`src/rtl/mrrc_pkg.sv`:
```
// Types, constants and the CRC-16/MODBUS byte update for the response checker.
`timescale 1ns / 1ps
package mrrc_pkg;

	localparam int DEF_PREFIX_BYTES     = 300;
	localparam int DEF_PAYLOAD_CAPACITY = 256;
	localparam int QUEUE_DEPTH          = 2;

	localparam logic [7:0]  EXC_BIT   = 8'h80;
	localparam logic [15:0] CRC_INIT  = 16'hFFFF;
	localparam logic [15:0] CRC_POLY  = 16'hA001;

	// Register indexes (byte address 4*i)
	localparam logic [1:0] REG_SLAVE_ADDR  = 2'd0;
	localparam logic [1:0] REG_FUNC_CODE   = 2'd1;
	localparam logic [1:0] REG_RX_LIMIT    = 2'd2;
	localparam logic [1:0] REG_PREFIX_MODE = 2'd3;

	// Verdict status codes
	localparam logic [2:0] ST_OK        = 3'd0;
	localparam logic [2:0] ST_NO_RESP   = 3'd1;
	localparam logic [2:0] ST_BAD_ADDR  = 3'd2;
	localparam logic [2:0] ST_BAD_CRC   = 3'd3;
	localparam logic [2:0] ST_EXCEPTION = 3'd4;
	localparam logic [2:0] ST_OVERFLOW  = 3'd5;

	typedef struct packed {
		logic [7:0] slave_address;
		logic [7:0] function_code;
		logic [9:0] rx_limit;
		logic       prefix_mode;
	} mrrc_cfg_t;

	// Frame facts settled in the front, on the last beat of a frame
	typedef struct packed {
		logic       n_zero;
		logic       addr_ok;
		logic       is_exc;
		logic [7:0] exc;
		logic [9:0] len;
		logic [9:0] pstart;
		logic       split;
	} mrrc_verdict_t;

	// One classified beat as it travels through the queue
	typedef struct packed {
		logic [7:0]    data;
		logic [9:0]    index;
		logic          take;
		logic          last;
		logic          feed_prefix;
		mrrc_verdict_t vd;
	} mrrc_item_t;

	// Reflected CRC-16 update over one byte, LSB first
	function automatic logic [15:0] crc16_feed(input logic [15:0] crc, input logic [7:0] b);
		logic [15:0] c;
		c = crc ^ {8'h00, b};
		for (int i = 0; i < 8; i++) begin
			if (c[0]) begin
				c = (c >> 1) ^ CRC_POLY;
			end else begin
				c = c >> 1;
			end
		end
		return c;
	endfunction

endpackage

```
`src/rtl/mrrc_front.sv`:
```
// Front end: accepts beats, tracks frame position and header/tail fields, classifies.
`timescale 1ns / 1ps
module mrrc_front
	import mrrc_pkg::*;
#(
	parameter int PREFIX_BYTES = DEF_PREFIX_BYTES
) (
	input  logic       clk,
	input  logic       arst_n,
	input  mrrc_cfg_t  cfg,
	input  logic       in_valid,
	output logic       in_ready,
	input  logic       kind,
	input  logic [7:0] rx_byte,
	input  logic       last_byte,
	input  logic       q_full,
	output logic       push,
	output mrrc_item_t item
);

	localparam logic [9:0] P0 = 10'(PREFIX_BYTES);
	localparam logic [9:0] P1 = 10'(PREFIX_BYTES + 1);
	localparam logic [9:0] P2 = 10'(PREFIX_BYTES + 2);

	logic [9:0] count_q;
	logic       addr_ok_q, is_exc_q, t_is_exc_q;
	logic [7:0] exc_q, t_exc_q;
	logic [1:0] tail_q;

	logic [9:0] count_d;
	logic       addr_ok_d, is_exc_d, t_is_exc_d;
	logic [7:0] exc_d, t_exc_d;
	logic [1:0] tail_d;
	logic       take, last_eff, split;
	logic [7:0] exc_form;

	assign in_ready = !q_full;
	assign push     = in_valid && in_ready;
	assign exc_form = cfg.function_code | EXC_BIT;
	assign take     = !kind && (count_q < cfg.rx_limit);
	assign last_eff = kind || last_byte;

	// Header and tail capture for the current beat
	always_comb begin
		count_d    = take ? count_q + 10'd1 : count_q;
		addr_ok_d  = addr_ok_q;
		is_exc_d   = is_exc_q;
		exc_d      = exc_q;
		tail_d     = tail_q;
		t_is_exc_d = t_is_exc_q;
		t_exc_d    = t_exc_q;
		if (take) begin
			if (count_q == 10'd0) addr_ok_d = (rx_byte == cfg.slave_address);
			if (count_q == 10'd1) is_exc_d = (rx_byte == exc_form);
			if (count_q == 10'd2) exc_d = rx_byte;
			if (count_q == P0 && rx_byte == cfg.slave_address) tail_d[0] = 1'b1;
			if (count_q == P1) begin
				if (rx_byte == cfg.function_code) tail_d[1] = 1'b1;
				t_is_exc_d = (rx_byte == exc_form);
			end
			if (count_q == P2) t_exc_d = rx_byte;
		end
		split = cfg.prefix_mode && (count_d >= P2) && (tail_d == 2'b11);
	end

	// Classified beat
	always_comb begin
		item.data        = kind ? 8'h00 : rx_byte;
		item.index       = count_q;
		item.take        = take;
		item.last        = last_eff;
		item.feed_prefix = (count_q >= P0);
		item.vd.n_zero   = (count_d == 10'd0);
		item.vd.addr_ok  = split ? 1'b1 : addr_ok_d;
		item.vd.is_exc   = split ? t_is_exc_d : is_exc_d;
		item.vd.exc      = split ? t_exc_d : exc_d;
		item.vd.len      = split ? count_d - P0 : count_d;
		item.vd.pstart   = split ? P2 : 10'd2;
		item.vd.split    = split;
	end

	// Frame state; a frame end returns it to reset
	always_ff @(posedge clk or negedge arst_n) begin
		if (!arst_n) begin
			count_q    <= '0;
			addr_ok_q  <= 1'b0;
			is_exc_q   <= 1'b0;
			exc_q      <= '0;
			tail_q     <= '0;
			t_is_exc_q <= 1'b0;
			t_exc_q    <= '0;
		end else if (push) begin
			if (last_eff) begin
				count_q    <= '0;
				addr_ok_q  <= 1'b0;
				is_exc_q   <= 1'b0;
				exc_q      <= '0;
				tail_q     <= '0;
				t_is_exc_q <= 1'b0;
				t_exc_q    <= '0;
			end else begin
				count_q    <= count_d;
				addr_ok_q  <= addr_ok_d;
				is_exc_q   <= is_exc_d;
				exc_q      <= exc_d;
				tail_q     <= tail_d;
				t_is_exc_q <= t_is_exc_d;
				t_exc_q    <= t_exc_d;
			end
		end
	end

endmodule

```
`config.mk`:
```
export PLATFORM = sky130hd
export DESIGN_NAME = mrrc_front
export DESIGN_NICKNAME = d
export VERILOG_FILES = /design/src/rtl/mrrc_pkg.sv /design/src/rtl/mrrc_front.sv
export SDC_FILE = /design/constraint.sdc
export NUM_CORES = 1
export LEC_CHECK = 0
export BUFFER_PORTS_ARGS = -buffer_cell sky130_fd_sc_hd__buf_2
export CORE_MARGIN = 3
export CORE_UTILIZATION = 30
export CTS_BUF_LIST = sky130_fd_sc_hd__clkbuf_4 sky130_fd_sc_hd__clkbuf_8
export CTS_CLUSTER_DIAMETER = 120
export DETAILED_ROUTE_END_ITERATION = 8
export PLACE_DENSITY = 0.57
export SLEW_MARGIN = 30
export SYNTH_ARGS = -nofsm -noshare
export SYNTH_HDL_FRONTEND = slang
export SYNTH_SLANG_ARGS = --single-unit
```
`constraint.sdc`:
```
create_clock -name clk -period 4.75 [get_ports clk]
set_input_delay 0.2375 -clock clk [delete_from_list [all_inputs] [get_ports clk]]
set_output_delay 0.2375 -clock clk [all_outputs]
set_load 0.005 [all_outputs]
```
## Word level (Yosys, flattened, before mapping)

Index checks and enable logic that the tools add are counted.

| operators by class | value |
|---|---|
| add/subtract/negate cells | 2 |
| equality and inequality tests | 9 |
| reductions and logical operators | 10 |
| mux-type cells | 28 |
| magnitude comparators | 3 |

Operators with widths:

| kind | number |
|---|---|
| $mux 8 | 8 |
| $eq 10x9->1 const B | 3 |
| $mux 10 | 3 |
| $eq 8x8->1 | 3 |
| $ge 10x9->1 const B | 2 |
| $logic_not 10->1 | 2 |
| $mux 1 | 14 |
| $add 10x1->10 const B | 1 |
| $eq 10x1->1 const B | 1 |
| $eq 10x2->1 const B | 1 |
| $lt 10x10->1 | 1 |
| $sub 10x9->10 const B | 1 |
| $mux 9 | 1 |
| $logic_and 1x1->1 | 5 |
| $mux 2 | 2 |
| $eq 2x2->1 const B | 1 |
| $logic_not 1->1 | 2 |
| $logic_or 1x1->1 | 1 |

| storage, ports and cells | value |
|---|---|
| output and inout bits | 55 |
| word-level logic and storage cells | 59 |
| register bits after elaboration | 31 |
| input port bits | 41 |

## Logic depth before layout (Yosys ltp)

| logic depth | value |
|---|---|
| depth after elaboration | 7 |
| gate-level depth with buffers | 21 |

## Worst setup path before layout

Ideal clock, no wire load.

| timing path | value |
|---|---|
| path type | register to output |
| start | reg count_q[9] |
| end | out item[21] in the netlist's numbering |
| buffers on the path | 1 |
| stages on the path, launching flop included | 20 |
| path slack | 1.081 ns |
| data required time | 4.513 ns |
| arrival | 3.432 ns |
| path through | dfrtp_1 ha_1 nand4_1 a211oi_1 nor2_2 nand2_2 inv_1 buf_4 nand2_1 xor2_1 inv_1 ha_1 nand2_1 o21ai_0 nand3_1 o221ai_1 o21a_1 o211ai_4 a2bb2oi_4 o221a_1 |

RTL lines:

| element | RTL line | source |
|---|---|---|
| from (decl) | mrrc_front.sv:25 | `logic [9:0] count_q;` |
| from (signal assigned) | mrrc_front.sv:102 | `count_q <= count_d;` |
| to (decl) | mrrc_front.sv:18 | `output mrrc_item_t item` |

==> metrics.txt <==
Synth top area share=27.70%; status=finished clean; startpoint types=register; DR WL/cell=16.52 microns; most common cell in the netlist=nand2_1; via count=2698; Initial Utilization=31.49%; CP arrival=4.20 ns; RD Place Congestion=0.9528; ANT nets after route=0; Syn-to-layout area delta=20.96%; Via density=5.129; 1st-iter DRT viols=204; Die W=102.6 microns; DRT Wirelength=8.687 mm; die height=102.6 microns; H-Tree Depth=2; Synth area leader=dfrtp_1; Avg Cell Area, Syn=8.260 sq um; fin worst setup slack=0.3088 ns; critical path launch point=count_q[4]; Clk network pwr share=42.7%; ranking of synthesized cells by area=dfrtp_1, ha_1, xnor2_1; initial antenna violation count=0; R2R Setup Slk=1.58 ns; Skew-Pair Late Insertion Delay=0.29 ns; global-route wire length before repair=13.27 mm; # hold bufs at CTS=0; Setup Skew=0.008592 ns; post-place setup slack=0.5710 ns; Primary FF master, synth=dfrtp_1; Pwr Total=0.0006549 W; vias in the first global route=2505; FF+latch count, synth=31; Worst Path Max Fanout=13; Worst R2R End=exc_q[4]; total CTS buffers=5; row count=34; clock sink count=31; EDFF count, synth=0; unrepaired setup endpoints after global routing=false; Root Buffer=clkbuf_8; switch share=27.01%; Least-Margin Pin Slew=0.7355 ns; Net Sw Power=0.0001769 W; Final Critical Period=4.441 ns; static leakage=1.798 nW; slew margin rel.=50.97%; fin. max-slew vios=0; YS warnings=0; port bufs=89; sequential area share after synthesis=27.70%; Antenna diodes=0; critical path endpoint category=primary output; final hold vios=0; Critical Path Sink=item[24]; Hold Slack=0.002559 ns; Max Root-Sink Buffers=2; setup tns final=0 ns; final core area utilization=38.09%; R2R cell count=10; fmax=225.2 MHz; period utilization=93.50%; DRC=0; Synth cell types=54; # IOs=96; internal power=0.0004780 W; grt ovf=0; Critical Path RT=4.51 ns; async set-reset flop share out of synthesis=100.0%; Cell Area, Synth=2800 sq um; Cells after Synth=339; Worst VDD drop=0.09154 mV; gr usage total=16.18%; die area=10530 sq um; Tightest Hold Check Type=in -> async; DP HPWL=6.696 mm; Max-cap violations=0; Combinational Power Share=16.3%; most frequent cells after synthesis=nand2_1, dfrtp_1, inv_1, nor2_1, o21ai_0; share of post-route cells with drive strength above 1=27.99%; Core Region=8891 sq um; final setup violation count=0; CTS tree=built; Seq pwr share=41.0%; drt pass-1 iters=6; Worst-path clk slew=0.07 ns; Pwr per Cell Area=193.4 nW/um^2; critical setup path kind=reg -> out; Critical R2R Launch=count_q[4]; Nets=473; largest net degree at the start of global routing=32
[power groups by stage]
stage	clock [W]	sequential, W	combinational [W]
floorplan	0	0.000273	0.0000571
global placement	0	0.000274	0.000106
detailed placement	0	0.000274	0.000107
CTS	0.000283	0.000269	0.000107
global route	0.000293	0.000269	0.000119
finish	0.000280	0.000269	0.000107
[stage by stage]
step | instances | cell area [sq um]
global route | 526 | 3387
finish | 526 | 3387
floorplan | 343 | 2815
CTS | 524 | 3372
detailed placement | 516 | 3254
global placement | 516 | 3254
[cell usage in the layout (no fill, tap or decap), types with 2 or more instances in the layout]
cell type | synthesis | final
a211o_1 | 2 | 2
a211oi_1 | 4 | 4
a21oi_1 | 8 | 8
a22o_1 | 16 | 16
a31oi_1 | 2 | 2
a41oi_1 | 2 | 2
and2_1 | 3 | 3
and3_1 | 3 | 3
and4_1 | 4 | 4
buf_2 | 2 | 89
buf_4 | 15 | 6
clkbuf_8 | 0 | 6
conb_1 | 2 | 6
dfrtp_1 | 31 | 31
ha_1 | 15 | 15
inv_1 | 27 | 27
mux2i_1 | 5 | 5
nand2_1 | 39 | 39
nand3_1 | 8 | 8
nand3_2 | 2 | 2
nand4_1 | 9 | 9
nor2_1 | 27 | 27
nor2b_1 | 7 | 7
nor3_1 | 6 | 6
nor4_1 | 5 | 5
o21a_1 | 2 | 2
o21ai_0 | 20 | 20
o21ai_1 | 2 | 2
o21ai_2 | 2 | 2
o221a_1 | 8 | 8
o22ai_1 | 3 | 3
xnor2_1 | 19 | 19
xor2_1 | 9 | 9
[registers in the layout, summed over array words and instances, names as in the netlist]
name        cells
tail_q          2
addr_ok_q       1
t_exc_q         8
is_exc_q        1
t_is_exc_q      1
count_q        10
exc_q           8
[worst min-delay path by stage]
stage | start | end | slack, ns
finish | arst_n | t_exc_q[5] | 0.003
global route | arst_n | t_exc_q[5] | 0.05
CTS | arst_n | count_q[5] | 0.03
detailed placement | arst_n | t_exc_q[5] | 0.35
global placement | arst_n | t_exc_q[0] | 0.34
floorplan | arst_n | addr_ok_q | -0.06
[critical path, stage by stage (launching register included)]
cell	delay [ns]
dfrtp_1	0.52
ha_1	0.40
a41oi_1	0.16
a211o_1	0.35
nand2_2	0.23
inv_1	0.09
nand2_1	0.09
xor2_1	0.23
inv_1	0.12
ha_1	0.25
nand2_1	0.09
o21ai_0	0.07
nand3_1	0.10
o221ai_1	0.13
o21a_1	0.17
o211ai_4	0.25
a2bb2oi_4	0.28
o221a_1	0.26
buf_2	0.12
[area by class of cell]
class,count,area [sq um]
Inverter,27,101.3
Clock buffer,6,82.58
Tap cell,108,135.1
Clock inverter,2,35.03
Multi-Input combinational cell,257,1767
Sequential cell,31,775.7
Fill cell,924,5504
Timing Repair Buffer,95,490.5
[per-layer routing]
layer | up-vias | wire length, microns | GRT usage, %
met1 | 1272 | 4089 | 23.03
met4 | 0 | 201 | 5.853
met2 | 74 | 3992 | 24.93
li1 | 1337 | - | -
met3 | 15 | 404 | 2.300
met5 | - | 0 | 0
[kinds of logic after synthesis]
logic type / share of synthesized area [%]
fa+ha+maj: 6.702
buf+inv: 9.741
simple gates: 21.40
flops: 27.70
xor+xnor: 8.758
mux: 2.592
compound gates: 22.83
other cells: 0.2682
[timing repair]
action                                 CTS  global route
setup endpoints to repair                0            12
setup buffers                            0             2
endpoints found under the hold margin    0             0
gates resized for setup                  0             0
No activity file was read; power rests on OpenSTA's default activity.
